--- config.mk ---
export PLATFORM = sky130hd
export DESIGN_NAME = scroll_window_blit_remap_unit
export DESIGN_NICKNAME = d
export VERILOG_FILES = /design/src/hdl/swbr_pkg.sv /design/src/hdl/scroll_window_blit_remap_unit.sv
export SDC_FILE = /design/constraint.sdc
export NUM_CORES = 1
export LEC_CHECK = 0
export BUFFER_PORTS_ARGS = -buffer_cell sky130_fd_sc_hd__buf_2
export CAP_MARGIN = 10
export CORE_MARGIN = 1
export CORE_UTILIZATION = 55
export DETAILED_ROUTE_END_ITERATION = 10
export GPL_TIMING_DRIVEN = 0
export PLACE_DENSITY = 0.74
export REMOVE_ABC_BUFFERS = 1
export SLEW_MARGIN = 15
export SYNTH_ARGS = -nofsm -noshare
export SYNTH_HDL_FRONTEND = slang
export SYNTH_SLANG_ARGS = --single-unit
--- constraint.sdc ---
create_clock -name clk -period 15.7 [get_ports clk]
set_clock_uncertainty 0.1 [all_clocks]
set_input_delay 3.14 -clock clk [delete_from_list [all_inputs] [get_ports clk]]
set_output_delay 3.14 -clock clk [all_outputs]
set_load 0.01 [all_outputs]
--- src/hdl/swbr_pkg.sv ---
`timescale 1ns / 1ps
// Shared constants, register map and sequencer state type for the scroll window remap unit.
// No dependencies.
package swbr_pkg;

    // Line count of the display on the scroll axis
    localparam int MAX_LINES = 512;

    // Field widths: coordinates, sizes, and internal address arithmetic
    localparam int COORD_W  = $clog2(MAX_LINES);
    localparam int SIZE_W   = COORD_W + 1;
    localparam int ADDR_W   = COORD_W + 2;
    localparam int ITER_W   = $clog2(ADDR_W);

    // Configuration port geometry
    localparam int PADDR_W  = 5;
    localparam int PDATA_W  = 32;
    localparam int REGIDX_W = 3;

    // Register indexes
    localparam logic [REGIDX_W-1:0] REG_FIXED_START   = 3'd0;
    localparam logic [REGIDX_W-1:0] REG_SCROLL_SPAN   = 3'd1;
    localparam logic [REGIDX_W-1:0] REG_SCROLL_OFFSET = 3'd2;
    localparam logic [REGIDX_W-1:0] REG_HW_SCROLL_ON  = 3'd3;
    localparam logic [REGIDX_W-1:0] REG_ALONG_Y       = 3'd4;
    localparam logic [REGIDX_W-1:0] REG_AXIS_INVERTED = 3'd5;

    // Maximum number of segments per rectangle, minus one
    localparam logic [1:0] LAST_SEG = 2'd3;

    // Sequencer states
    typedef enum logic [4:0] {
        ST_IDLE = 5'b00001,
        ST_SEG  = 5'b00010,
        ST_DIV  = 5'b00100,
        ST_FIN  = 5'b01000,
        ST_OUT  = 5'b10000
    } state_t;

endpackage

--- src/hdl/scroll_window_blit_remap_unit.sv ---
`timescale 1ns / 1ps
// Each segment outside the scroll window passes through ST_SEG and ST_OUT; one inside it also
// passes through ST_DIV and ST_FIN, where an 11-step restoring remainder loop (one shared
// compare-subtract) reduces the line address. One rectangle is handled at a time (at most two
// segments fall inside the window, as it wraps only once); an empty rectangle is dropped at once.
// The next rectangle is taken once the last segment has been loaded into the output register.
// Reset (rst_n, asynchronous, active low) idles the sequencer, drops out_valid and returns the
// registers to: fixed_start 0, scroll_span 0, scroll_offset 0, scrolling off, Y axis, not inverted.
module scroll_window_blit_remap_unit
    import swbr_pkg::*;
(
    input  logic                clk,
    input  logic                rst_n,

    // Configuration port
    input  logic                psel,
    input  logic                penable,
    input  logic                pwrite,
    input  logic [PADDR_W-1:0]  paddr,
    input  logic [PDATA_W-1:0]  pwdata,
    output logic [PDATA_W-1:0]  prdata,
    output logic                pready,

    // Rectangle requests
    input  logic                in_valid,
    output logic                in_stall,
    input  logic [COORD_W-1:0]  x_start,
    input  logic [COORD_W-1:0]  y_start,
    input  logic [SIZE_W-1:0]   rect_width,
    input  logic [SIZE_W-1:0]   rect_height,

    // Segment requests
    output logic                out_valid,
    input  logic                out_stall,
    output logic [COORD_W-1:0]  dst_x,
    output logic [COORD_W-1:0]  dst_y,
    output logic [SIZE_W-1:0]   seg_width,
    output logic [SIZE_W-1:0]   seg_height,
    output logic [COORD_W-1:0]  src_start,
    output logic                last
);

    // Configuration registers
    logic [COORD_W-1:0] fixed_start_reg;
    logic [SIZE_W-1:0]  scroll_span_reg;
    logic [COORD_W-1:0] scroll_offset_reg;
    logic               hw_scroll_on_reg;
    logic               along_y_reg;
    logic               axis_inverted_reg;

    logic [REGIDX_W-1:0] reg_idx;
    logic                cfg_wr;

    // Sequencer and request registers
    state_t             state_reg, state_next;
    logic [COORD_W-1:0] x0_reg, x0_next;
    logic [COORD_W-1:0] y0_reg, y0_next;
    logic [SIZE_W-1:0]  w_reg, w_next;
    logic [SIZE_W-1:0]  h_reg, h_next;
    logic [COORD_W-1:0] start_reg, start_next;
    logic [SIZE_W-1:0]  len_reg, len_next;
    logic [SIZE_W-1:0]  pos_reg, pos_next;
    logic [1:0]         nseg_reg, nseg_next;
    logic               pass_reg, pass_next;
    logic               neg_reg, neg_next;
    logic [ADDR_W-1:0]  dvd_reg, dvd_next;
    logic [ADDR_W-1:0]  rem_reg, rem_next;
    logic [ITER_W-1:0]  iter_reg, iter_next;
    logic [ADDR_W-1:0]  phys_reg, phys_next;
    logic [SIZE_W-1:0]  slen_reg, slen_next;

    // Output registers
    logic               out_valid_reg, out_valid_next;
    logic [COORD_W-1:0] dst_x_reg, dst_x_next;
    logic [COORD_W-1:0] dst_y_reg, dst_y_next;
    logic [SIZE_W-1:0]  seg_width_reg, seg_width_next;
    logic [SIZE_W-1:0]  seg_height_reg, seg_height_next;
    logic [COORD_W-1:0] src_start_reg, src_start_next;
    logic               last_reg, last_next;

    // Shared datapath terms
    logic [ADDR_W-1:0]  fs_ext, span_ext, off_ext, fe;
    logic [ADDR_W-1:0]  s_addr, remaining, local_addr;
    logic [ADDR_W-1:0]  trial, p_addr, fe_gap, span_gap, fs_gap, seg_min, pos_end;
    logic               in_take, out_free, seg_last;

    // Configuration writes and reads
    assign reg_idx = paddr[PADDR_W-1:2];
    assign cfg_wr  = psel && penable && pwrite;
    assign pready  = 1'b1;

    always_ff @(posedge clk or negedge rst_n)
    begin
        if (!rst_n)
        begin
            fixed_start_reg   <= '0;
            scroll_span_reg   <= '0;
            scroll_offset_reg <= '0;
            hw_scroll_on_reg  <= 1'b0;
            along_y_reg       <= 1'b1;
            axis_inverted_reg <= 1'b0;
        end
        else if (cfg_wr)
        begin
            case (reg_idx)
                REG_FIXED_START:   fixed_start_reg   <= pwdata[COORD_W-1:0];
                REG_SCROLL_SPAN:   scroll_span_reg   <= pwdata[SIZE_W-1:0];
                REG_SCROLL_OFFSET: scroll_offset_reg <= pwdata[COORD_W-1:0];
                REG_HW_SCROLL_ON:  hw_scroll_on_reg  <= pwdata[0];
                REG_ALONG_Y:       along_y_reg       <= pwdata[0];
                REG_AXIS_INVERTED: axis_inverted_reg <= pwdata[0];
                default: ;
            endcase
        end
    end

    always_comb
    begin
        case (reg_idx)
            REG_FIXED_START:   prdata = {{(PDATA_W-COORD_W){1'b0}}, fixed_start_reg};
            REG_SCROLL_SPAN:   prdata = {{(PDATA_W-SIZE_W){1'b0}}, scroll_span_reg};
            REG_SCROLL_OFFSET: prdata = {{(PDATA_W-COORD_W){1'b0}}, scroll_offset_reg};
            REG_HW_SCROLL_ON:  prdata = {{(PDATA_W-1){1'b0}}, hw_scroll_on_reg};
            REG_ALONG_Y:       prdata = {{(PDATA_W-1){1'b0}}, along_y_reg};
            REG_AXIS_INVERTED: prdata = {{(PDATA_W-1){1'b0}}, axis_inverted_reg};
            default:           prdata = '0;
        endcase
    end

    // Handshakes
    assign in_stall = (state_reg != ST_IDLE);
    assign in_take  = in_valid && !in_stall;
    assign out_free = !out_valid_reg || !out_stall;

    // Line address terms of the current segment
    assign fs_ext     = {{(ADDR_W-COORD_W){1'b0}}, fixed_start_reg};
    assign span_ext   = {{(ADDR_W-SIZE_W){1'b0}}, scroll_span_reg};
    assign off_ext    = {{(ADDR_W-COORD_W){1'b0}}, scroll_offset_reg};
    assign fe         = fs_ext + span_ext;
    assign s_addr     = {{(ADDR_W-COORD_W){1'b0}}, start_reg}
                      + {{(ADDR_W-SIZE_W){1'b0}}, pos_reg};
    assign remaining  = {{(ADDR_W-SIZE_W){1'b0}}, len_reg - pos_reg};
    assign local_addr = s_addr - fs_ext;
    assign fs_gap     = fs_ext - s_addr;

    // Shared remainder step: shift in one dividend bit, subtract span when it fits
    assign trial = {rem_reg[ADDR_W-2:0], dvd_reg[ADDR_W-1]};

    // Fold the remainder back for a negative address, then clip the segment
    assign p_addr   = (neg_reg && (rem_reg != '0)) ? (span_ext - rem_reg) : rem_reg;
    assign fe_gap   = fe - s_addr;
    assign span_gap = span_ext - p_addr;

    always_comb
    begin
        seg_min = remaining;
        if (fe_gap < seg_min)
        begin
            seg_min = fe_gap;
        end
        if (span_gap < seg_min)
        begin
            seg_min = span_gap;
        end
    end

    // Segment end and last flag
    assign pos_end  = {{(ADDR_W-SIZE_W){1'b0}}, pos_reg}
                    + {{(ADDR_W-SIZE_W){1'b0}}, slen_reg};
    assign seg_last = pass_reg || (pos_end >= {{(ADDR_W-SIZE_W){1'b0}}, len_reg})
                    || (nseg_reg == LAST_SEG);

    // Sequencer
    always_comb
    begin
        state_next      = state_reg;
        x0_next         = x0_reg;
        y0_next         = y0_reg;
        w_next          = w_reg;
        h_next          = h_reg;
        start_next      = start_reg;
        len_next        = len_reg;
        pos_next        = pos_reg;
        nseg_next       = nseg_reg;
        pass_next       = pass_reg;
        neg_next        = neg_reg;
        dvd_next        = dvd_reg;
        rem_next        = rem_reg;
        iter_next       = iter_reg;
        phys_next       = phys_reg;
        slen_next       = slen_reg;
        out_valid_next  = out_valid_reg && out_stall;
        dst_x_next      = dst_x_reg;
        dst_y_next      = dst_y_reg;
        seg_width_next  = seg_width_reg;
        seg_height_next = seg_height_reg;
        src_start_next  = src_start_reg;
        last_next       = last_reg;

        case (state_reg)
            ST_IDLE:
            begin
                // Take a rectangle; drop it at once when empty
                if (in_take && (rect_width != '0) && (rect_height != '0))
                begin
                    x0_next    = x_start;
                    y0_next    = y_start;
                    w_next     = rect_width;
                    h_next     = rect_height;
                    start_next = along_y_reg ? y_start : x_start;
                    len_next   = along_y_reg ? rect_height : rect_width;
                    pos_next   = '0;
                    nseg_next  = '0;
                    pass_next  = !hw_scroll_on_reg || (scroll_span_reg == '0);
                    state_next = (!hw_scroll_on_reg || (scroll_span_reg == '0))
                               ? ST_OUT : ST_SEG;
                end
            end

            ST_SEG:
            begin
                // Classify the next line: before, after or inside the window
                if (s_addr < fs_ext)
                begin
                    phys_next  = s_addr;
                    slen_next  = (fs_gap < remaining) ? fs_gap[SIZE_W-1:0]
                                                      : remaining[SIZE_W-1:0];
                    state_next = ST_OUT;
                end
                else if (s_addr >= fe)
                begin
                    phys_next  = s_addr;
                    slen_next  = remaining[SIZE_W-1:0];
                    state_next = ST_OUT;
                end
                else
                begin
                    rem_next  = '0;
                    iter_next = ITER_W'(ADDR_W - 1);
                    if (!axis_inverted_reg)
                    begin
                        dvd_next = local_addr + off_ext;
                        neg_next = 1'b0;
                    end
                    else if (local_addr >= off_ext)
                    begin
                        dvd_next = local_addr - off_ext;
                        neg_next = 1'b0;
                    end
                    else
                    begin
                        dvd_next = off_ext - local_addr;
                        neg_next = 1'b1;
                    end
                    state_next = ST_DIV;
                end
            end

            ST_DIV:
            begin
                // One remainder bit per cycle
                rem_next  = (trial >= span_ext) ? (trial - span_ext) : trial;
                dvd_next  = {dvd_reg[ADDR_W-2:0], 1'b0};
                iter_next = iter_reg - 1'b1;
                if (iter_reg == '0)
                begin
                    state_next = ST_FIN;
                end
            end

            ST_FIN:
            begin
                // Map into the window and cut at the wrap point
                phys_next  = fs_ext + p_addr;
                slen_next  = seg_min[SIZE_W-1:0];
                state_next = ST_OUT;
            end

            ST_OUT:
            begin
                // Load the segment once the output register is free
                if (out_free)
                begin
                    out_valid_next = 1'b1;
                    if (pass_reg)
                    begin
                        dst_x_next      = x0_reg;
                        dst_y_next      = y0_reg;
                        seg_width_next  = w_reg;
                        seg_height_next = h_reg;
                        src_start_next  = '0;
                    end
                    else if (along_y_reg)
                    begin
                        dst_x_next      = x0_reg;
                        dst_y_next      = phys_reg[COORD_W-1:0];
                        seg_width_next  = w_reg;
                        seg_height_next = slen_reg;
                        src_start_next  = pos_reg[COORD_W-1:0];
                    end
                    else
                    begin
                        dst_x_next      = phys_reg[COORD_W-1:0];
                        dst_y_next      = y0_reg;
                        seg_width_next  = slen_reg;
                        seg_height_next = h_reg;
                        src_start_next  = pos_reg[COORD_W-1:0];
                    end
                    last_next  = seg_last;
                    pos_next   = pos_end[SIZE_W-1:0];
                    nseg_next  = nseg_reg + 1'b1;
                    state_next = seg_last ? ST_IDLE : ST_SEG;
                end
            end

            default:
            begin
                state_next = ST_IDLE;
            end
        endcase
    end

    // Control state
    always_ff @(posedge clk or negedge rst_n)
    begin
        if (!rst_n)
        begin
            state_reg     <= ST_IDLE;
            out_valid_reg <= 1'b0;
        end
        else
        begin
            state_reg     <= state_next;
            out_valid_reg <= out_valid_next;
        end
    end

    // Payload and working registers
    always_ff @(posedge clk)
    begin
        x0_reg         <= x0_next;
        y0_reg         <= y0_next;
        w_reg          <= w_next;
        h_reg          <= h_next;
        start_reg      <= start_next;
        len_reg        <= len_next;
        pos_reg        <= pos_next;
        nseg_reg       <= nseg_next;
        pass_reg       <= pass_next;
        neg_reg        <= neg_next;
        dvd_reg        <= dvd_next;
        rem_reg        <= rem_next;
        iter_reg       <= iter_next;
        phys_reg       <= phys_next;
        slen_reg       <= slen_next;
        dst_x_reg      <= dst_x_next;
        dst_y_reg      <= dst_y_next;
        seg_width_reg  <= seg_width_next;
        seg_height_reg <= seg_height_next;
        src_start_reg  <= src_start_next;
        last_reg       <= last_next;
    end

    // Drive outputs
    assign out_valid  = out_valid_reg;
    assign dst_x      = dst_x_reg;
    assign dst_y      = dst_y_reg;
    assign seg_width  = seg_width_reg;
    assign seg_height = seg_height_reg;
    assign src_start  = src_start_reg;
    assign last       = last_reg;

endmodule
Yosys cells after proc, flatten, opt, wreduce, memory -nomap -nowiden
Cells that the tools add are included.
- $add $sub $neg: 16
- multipliers: 0
- divide/modulo/power cells: 0
- order comparisons: 8
- equal/unequal tests: 18
- shifts and indexed selects: 0
- muxes and demuxes: 50
- bitwise operators: 2
- reductions and logical operators: 37
- operators by type and width (operator ; count):
    two-way mux 10 bit ; 11
    two-way mux 11 bit ; 9
    two-way mux 9 bit ; 7
    one-hot mux 10 bit (6 select lines) ; 1
    one-hot mux 11 bit (2 select lines) ; 2
    one-hot mux 10 bit (2 select lines) ; 2
    two-way mux 5 bit ; 6
    one-hot mux 5 bit (5 select lines) ; 1
    adder 9 x 10 -> 11 bit ; 2
    greater-or-equal comparator 11 x 10 -> 1 bit ; 2
    less-than comparator 11 x 10 -> 1 bit ; 2
    subtractor 10 x 11 -> 11 bit ; 2
    subtractor 11 x 9 -> 11 bit ; 2
    subtractor 9 x 11 -> 11 bit ; 2
    nonzero test 10 bit ; 2
    one-hot mux 9 bit (2 select lines) ; 1
    AND reduction 2 bit ; 9
    AND reduction 3 bit ; 4
    adder 10 x 10 -> 11 bit ; 1
    adder 11 x 9 -> 11 bit ; 1
    greater-or-equal comparator 11 bit ; 1
    greater-or-equal comparator 11 x 9 -> 1 bit ; 1
    less-than comparator 11 bit ; 1
    less-than comparator 11 x 9 -> 1 bit ; 1
    32 further kinds ; 58
- bits in registers: 201
- latch bits: 0
- RAM bits: 0
- ROM bits: 0
- logic and storage cells: 160
- memories kept: 0

Depth between registers and ports, before layout
Gate-level depths: netlist of run 1.
- word-level depth: 8
- depth in mapped cells: 32
- depth with buffers taken out: 30

Worst setup path before layout of run 1
Ideal clock, no wire load.
- path kind: input port to flip-flop
- start point: input rect_height[3]
- end point: register dst_x_reg[0] (netlist: dst_x[0]) (enable)
- arrival: 9.082 ns
- required time: 15.146 ns
- slack: 6.064 ns
- stages: 5
- buffers on the path: 0
- cells stage by stage: nor4_1 -> a31oi_1 -> o22a_1 -> o211ai_1 -> nor2_1
- RTL lines (item ; RTL line ; text):
    from (decl) ; scroll_window_blit_remap_unit.sv:30 ; input logic [SIZE_W-1:0] rect_height,
    to (signal assigned) ; scroll_window_blit_remap_unit.sv:356 ; dst_x_reg <= dst_x_next;
    to (decl) ; scroll_window_blit_remap_unit.sv:74 ; logic [COORD_W-1:0] dst_x_reg, dst_x_next;

Worst setup path in the final report of run 1
- start point: register fixed_start_reg[1]
- end point: register slen_reg[2] (data pin)
- word-level cells in the longest chain between the ends: 7
- ends and longest elaborated chain (item ; RTL line ; text):
    from (decl) ; scroll_window_blit_remap_unit.sv:44 ; logic [COORD_W-1:0] fixed_start_reg;
    from (signal assigned) ; scroll_window_blit_remap_unit.sv:106 ; REG_FIXED_START: fixed_start_reg <= pwdata[COORD_W-1:0];
    adder 9 x 10 -> 11 bit ; scroll_window_blit_remap_unit.sv:139 ; assign fe = fs_ext + span_ext;
    subtractor 11 bit ; scroll_window_blit_remap_unit.sv:151 ; assign fe_gap = fe - s_addr;
    less-than comparator 11 x 10 -> 1 bit ; scroll_window_blit_remap_unit.sv:157 ; if (fe_gap < seg_min)
    two-way mux 11 bit ; scroll_window_blit_remap_unit.sv:157 ;
    less-than comparator 11 bit ; scroll_window_blit_remap_unit.sv:161 ; if (span_gap < seg_min)
    two-way mux 10 bit ; scroll_window_blit_remap_unit.sv:161 ;
    one-hot mux 10 bit (2 select lines) (*) ; scroll_window_blit_remap_unit.sv:200 ; case (state_reg)
    net slen_next[2] ; scroll_window_blit_remap_unit.sv:70 ; logic [SIZE_W-1:0] slen_reg, slen_next;
    to (signal assigned) ; scroll_window_blit_remap_unit.sv:355 ; slen_reg <= slen_next;
    to (decl) ; scroll_window_blit_remap_unit.sv:70 ;
Mark *: on every way through the listed nets, which the timed path passes. The rest lies on a longest branch.
A chain may end at the register's enable or synchronous reset.

==> results.yml, run 1 <==
timing:
  fin_ws_ns: 7.625
  setup_viol: 0
  hold_violations: 0
  rsz0062_at_grt: "false"
  totalNegativeSetupSlack_ns: 0
  max_freq_mhz: 123.8
  finalCritPeriodShare: 0.5143
  worst_slew_pin_slew_ns: 1.072
  finalCriticalPeriod_ns: 8.075
  slew_viol_final: 0
  slew-limit-headroom: 0.2855
worst_setup_path:
  worst_ep_arrival_time_ns: 8.31
  critical-path-top-delay-family: "compound AO/OA/AOI/OAI gates"
  reg2reg_slack_ns: 7.63
  path_buf_inv: 1
  worstSetupEndpointType: "register"
  path_max_fanout: 17
  cp.required_ns: 15.93
  slowest_delay_ns: 0.79
  worstSetupStartpointType: "register"
  critical_path_class: "register to register"
  slowest_stage: "mux2i_2"
min_path:
  hold_class: "register to register"
floorplan:
  coreArea_um2: 27180
  row_count: 60
  pin_count: 165
  start_util: 0.5654
  dieHeight_um: 169.1
  fp.dieW_um: 169.1
  die_area_um2: 28610
placed_design:
  port_buffers: 117
  gp_congestion: 0.9443
  hpwlAfterDp_um: 29920
  pre_cts_ws_ns: 7.714
finish:
  nets: 1929
  layout.cells.most_common: "ha_1"
  diodes: 0
  drive_gt1_frac: 0.1575
  layout_common_cells: "166 x ha_1, 164 x edfxtp_1, 158 x inv_1"
  syn_to_final_growth_pct: 11.29
  utilization: 0.6292
detailed_routing:
  vias: 11820
  wire_per_inst_um: 18.69
  postRouteWirelength_um: 38400
  drc: 0
  final_antenna_net_count: 0
  dr.pass1.iters: 8
  viasPerCell: 5.752
  drt_iter0_markers: 874
logic_synthesis:
  synth_ff_type: "edfxtp_1"
  ys_types: 75
  syn-instance-count: 1562
  netlist_area_um2: 15370
  async_flop_share: 0.1841
  synth_edf_count: 164
  seq_area_frac_synth: 0.3809
  ys_warn_count: 0
  syn_area_per_cell_um2: 9.837
  ys_ff_latch: 201
clock_tree:
  cts.clk_slew.worst_paths_ns: 0.06
  cts_tree: "built"
  cts-root-buf: "clkbuf_16"
  cts_num_sinks: 201
  clock_path_buffers: 3
  numCtsBuffers: 23
  post-cts-setup-buffers: 0
  cts_hold_buf: 0
  htree_num_levels: 1
  cts_resized: 0
  clock_latency_ns: 0.51
global_routing:
  grt_overflow: 0
  grt_pass1_vias: 11350
  grt_antenna_before_repair: 0
  grt_max_degree: 38
  grt_pass1_wl_um: 60170
  grt_usage: 0.2698
flow_run:
  maxCapViolCount: 0
status:
  outcome: "completed"
metrics by stage:
step,cells,hold WS [ns],instance area [um^2]
after floorplan,1521,0.3963,15120
after global placement,2010,0.4012,16170
after detailed placement,2014,0.4145,16300
after CTS,2055,0.4304,17100
after global routing,2055,0.4538,17100
final,2055,0.4335,17100
cells in the mapped netlist, types with 6 or more instances:
cell type | instances | share of area
a21boi_0 | 12 | 0.0059
nand2b_1 | 13 | 0.0053
inv_1 | 158 | 0.039
a21o_1 | 53 | 0.026
nor2b_1 | 23 | 0.0094
a21oi_1 | 114 | 0.037
o21a_1 | 12 | 0.0059
nand2_1 | 90 | 0.022
buf_4 | 24 | 0.012
mux2_2 | 74 | 0.054
and2_1 | 15 | 0.0061
nor4_1 | 9 | 0.0037
fa_1 | 14 | 0.018
nor2_1 | 141 | 0.034
a211oi_1 | 11 | 0.0054
and3_1 | 7 | 0.0028
dfrtp_1 | 35 | 0.057
nand4_1 | 7 | 0.0028
ha_1 | 166 | 0.14
or2_2 | 12 | 0.0049
nor3_1 | 14 | 0.0046
o21bai_1 | 22 | 0.011
o21ai_0 | 91 | 0.030
nand3_1 | 19 | 0.0062
or3_1 | 6 | 0.0024
mux2i_1 | 42 | 0.027
xnor2_1 | 61 | 0.035
a31oi_1 | 9 | 0.0037
clkbuf_1 | 36 | 0.0088
xor2_1 | 25 | 0.014
edfxtp_1 | 164 | 0.32
worst paths after layout:
| path | from | endpoint | depth (start not counted) |
|---|---|---|---|
| min reg2reg | dvd_reg[0] | dvd_reg[1] | 2 |
| max reg2reg | fixed_start_reg[1] | slen_reg[2] | 28 |
| max in group asynchronous | rst_n | fixed_start_reg[1] | 1 |
| max | fixed_start_reg[1] | slen_reg[2] | 28 |
| min in group asynchronous | rst_n | state_reg[3] | 1 |
| min | dvd_reg[0] | dvd_reg[1] | 2 |
worst reg2reg max path, delay by kind of cell (launching register included):
kind / cells / cell delay (ns)
AO/OA/AOI/OAI: 14 / 2.77
XOR/XNOR: 2 / 0.62
adder cells (fa/ha/maj): 4 / 1.45
buffers and inverters: 1 / 0.25
flip-flops: 1 / 0.59
multiplexers: 3 / 1.27
AND/OR/NAND/NOR: 4 / 0.87
layer usage:
layer / wire [um] / global-route usage / vias to the layer above
li1: - / - / 5711
met1: 17340 / 0.3642 / 5670
met2: 17650 / 0.4469 / 367
met3: 2033 / 0.03055 / 72
met4: 1377 / 0.1014 / 0
met5: 0 / 0 / -
logic make-up (layout without fill, tap and decap cells):
logic type | Yosys count | count (layout) | synth area share
compound gates | 379 | 379 | 0.1576
fa+ha+maj | 180 | 180 | 0.1534
simple gates | 375 | 375 | 0.1151
flops | 201 | 201 | 0.3809
buf+inv | 221 | 320 | 0.05993
other cells | 2 | 24 | 0.0004887
mux | 117 | 117 | 0.08248
xor+xnor | 87 | 87 | 0.05008
layout make-up:
cell class | count | area, um^2
timing repair buffer | 121 | 671.9
fill | 2246 | 10080
multi-input combinational | 1162 | 8722
sequential | 201 | 5853
clock inverter | 14 | 203.9
inverter | 158 | 593.1
tap | 372 | 465.4
clock buffer | 27 | 590.6
Power of run 1 is not shown: default switching activity piles up to over one toggle a cycle in this logic, so the estimate is an artifact.
==> run 2: changes to the inputs <==
ABC_AREA = 1   (was not set)
PLACE_DENSITY = 0.77   (was 0.74)
clock period = 6.65 ns   (was 15.7 ns; I/O delays follow)
==> run 2 against run 1 <==
Compared with the run above:
- count of clock-buffer cells in the layout increased by 6
- setup slack got worse by 7.3 ns
- via count increased by 9.2%
- sequential cell count unchanged
- design area decreased by 0.51%
- non-clock buffer count increased by 6
- final cell count increased by 15%
- synthesized cell count increased by 19%
- first-iteration DRC count increased by 16%
- highest routed layer unchanged
==> results.yml, run 2 <==
timing:
  rsz0062_at_grt: "false"
  slew-limit-headroom: 0.2581
  hold_violations: 0
  finalCriticalPeriod_ns: 6.286
  worst_slew_pin_slew_ns: 1.104
  fin_ws_ns: 0.3638
  finalCritPeriodShare: 0.9453
  hold-worst-slack_ns: 0.4302
  setup_viol: 0
  max_freq_mhz: 159.1
  slew_viol_final: 0
detailed_routing:
  highest_layer: "met4"
  wl_met2_um: 17850
  wl_met3_um: 2325
  wire_per_inst_um: 16.65
  met1Wirelength_um: 17750
  final_antenna_net_count: 0
  drc: 0
  dr.pass1.iters: 8
  vias: 12910
  drt_iter0_markers: 1018
  postRouteWirelength_um: 39240
  viasPerCell: 5.478
finish:
  seq_area_um2: 5853
  drive_gt1_frac: 0.1124
  syn_to_final_growth_pct: 10.76
  fillCellCount: 2282
  layout.cells.most_common: "nand2_1"
  layout_common_cells: "402 x nand2_1, 271 x inv_1, 166 x ha_1"
  multiInputGateArea_um2: 8227
  instances_no_fill: 2356
  diodes: 0
  nets: 2230
floorplan:
  fp.dieW_um: 169.1
  pin_count: 165
  coreArea_um2: 27180
  start_util: 0.5652
  dieHeight_um: 169.1
  die_area_um2: 28600
  row_count: 60
worst_setup_path:
  slowest_stage: "dfrtp_1"
  slowest_delay_ns: 0.58
  critical_path_class: "register to register"
  worstSetupEndpointType: "register"
  path_max_fanout: 19
  worst_ep_arrival_time_ns: 6.57
  timing.critical_path.mode_cell: "nand2_1"
  cp.required_ns: 6.93
  worstSetupStartpointType: "register"
clock_tree:
  numCtsBuffers: 22
  post-cts-setup-buffers: 0
  cts-root-buf: "clkbuf_16"
  cts_num_sinks: 201
  htree_num_levels: 1
  clock_path_buffers: 3
  clock_latency_ns: 0.52
  cts.clk_slew.worst_paths_ns: 0.06
  cts_tree: "built"
status:
  outcome: "completed"
logic_synthesis:
  netlist_area_um2: 15360
  synth_ff_type: "edfxtp_1"
  ys_ff_latch: 201
  synth_edf_count: 164
  netlist_top_cells_count: "402 x nand2_1, 271 x inv_1, 166 x ha_1"
  syn-instance-count: 1865
  post-synth-top-count-cell: "nand2_1"
  seq_area_frac_synth: 0.3811
  synth_top_area_frac: 0.3206
  ys_types: 62
  synth_top_area_cell: "edfxtp_1"
  synth_area_leaders: "edfxtp_1 32%, ha_1 14%, nand2_1 9.8%"
  async_flop_share: 0.1841
  syn_area_per_cell_um2: 8.236
  ys_warn_count: 0
global_routing:
  grt_antenna_before_repair: 0
  grt_max_degree: 39
  grt_pass1_wl_um: 62900
  grt_pass1_vias: 12270
  grt_overflow: 0
  grt_usage: 0.2804
placed_design:
  port_buffers: 117
  gp_congestion: 0.9455
  pre_cts_ws_ns: 0.3669
  hpwlAfterDp_um: 31460
  dp.cells: 2316
min_path:
  hold_class: "register to register"
flow_run:
  maxCapViolCount: 0
-- run 2: cell count changes after synthesis, moves of 35 or more --
cell | before | now
o21ai_0 | 91 | 126
nand2_1 | 90 | 402
mux2_2 | 74 | 0
a21o_1 | 53 | 7
xnor2_1 | 61 | 14
nand3_1 | 19 | 70
mux2i_1 | 42 | 0
inv_1 | 158 | 271
xor2_1 | 25 | 62
-- run 2: final timing paths --
path                                    startpoint                    to  slack [ns]  cells past startpoint
max in group asynchronous                    rst_n  scroll_offset_reg[2]        5.06                      1
worst max register to register  fixed_start_reg[1]           slen_reg[0]        0.36                     28
worst min register to register            h_reg[1]         seg_height[1]        0.43                      2
worst min-delay path                      h_reg[1]         seg_height[1]        0.43                      2
min in group asynchronous                    rst_n          state_reg[2]        0.83                      1
worst max-delay path            fixed_start_reg[1]           slen_reg[0]        0.36                     28
-- run 2: layer usage --
metal,vias up,track usage
met3,68,0.03180
met5,-,0
met1,5987,0.3799
met4,0,0.08970
li1,6407,-
met2,445,0.4700
-- run 2: critical path, delay by kind of cell, from the launching register on --
family                     cells  cell delay [ns]
AOI/OAI and AO/OA              8             1.67
DFF                            1             0.58
buffers and inverters          2             0.50
xor gates and xnor gates       2             0.63
adders and majority gates      4             1.46
and+or+nand+nor               12             1.20
-- run 2: layout make-up --
type | instances | share of cell area
multi-input cells | 1332 | 0.4836
flip-flops and latches | 201 | 0.3440
inverters | 284 | 0.06266
repair buffers | 127 | 0.04119
clock buffers | 33 | 0.03655
well taps | 372 | 0.02736
clock inverters | 7 | 0.004633
-- run 2: cell families after synthesis --
kind of cell / count (synthesis) / share of synthesized area
AND/OR/NAND/NOR: 686 / 0.1888
AO/OA/AOI/OAI: 363 / 0.1352
buffers and inverters: 354 / 0.09441
flip-flops: 201 / 0.3811
adder cells (fa/ha/maj): 180 / 0.1535
XOR/XNOR: 79 / 0.04651
other: 2 / 0.0004889
-- run 2: timing repair --
item	in CTS	in global routing
hold endpoints to repair	0	0
resized for setup	0	8
endpoints found under the setup margin	0	10
hold buffers	0	0
-- run 2: metrics by stage --
stage	utilization	setup TNS [ns]	instance area [um^2]
after floorplan	-	0	15060
after global placement	0.5928	-34.14	16110
after detailed placement	0.5993	0	16290
after CTS	0.6250	0	16990
after global routing	0.6260	0	17010
final	0.6260	0	17010
Power of run 2 is left out for the same reason.
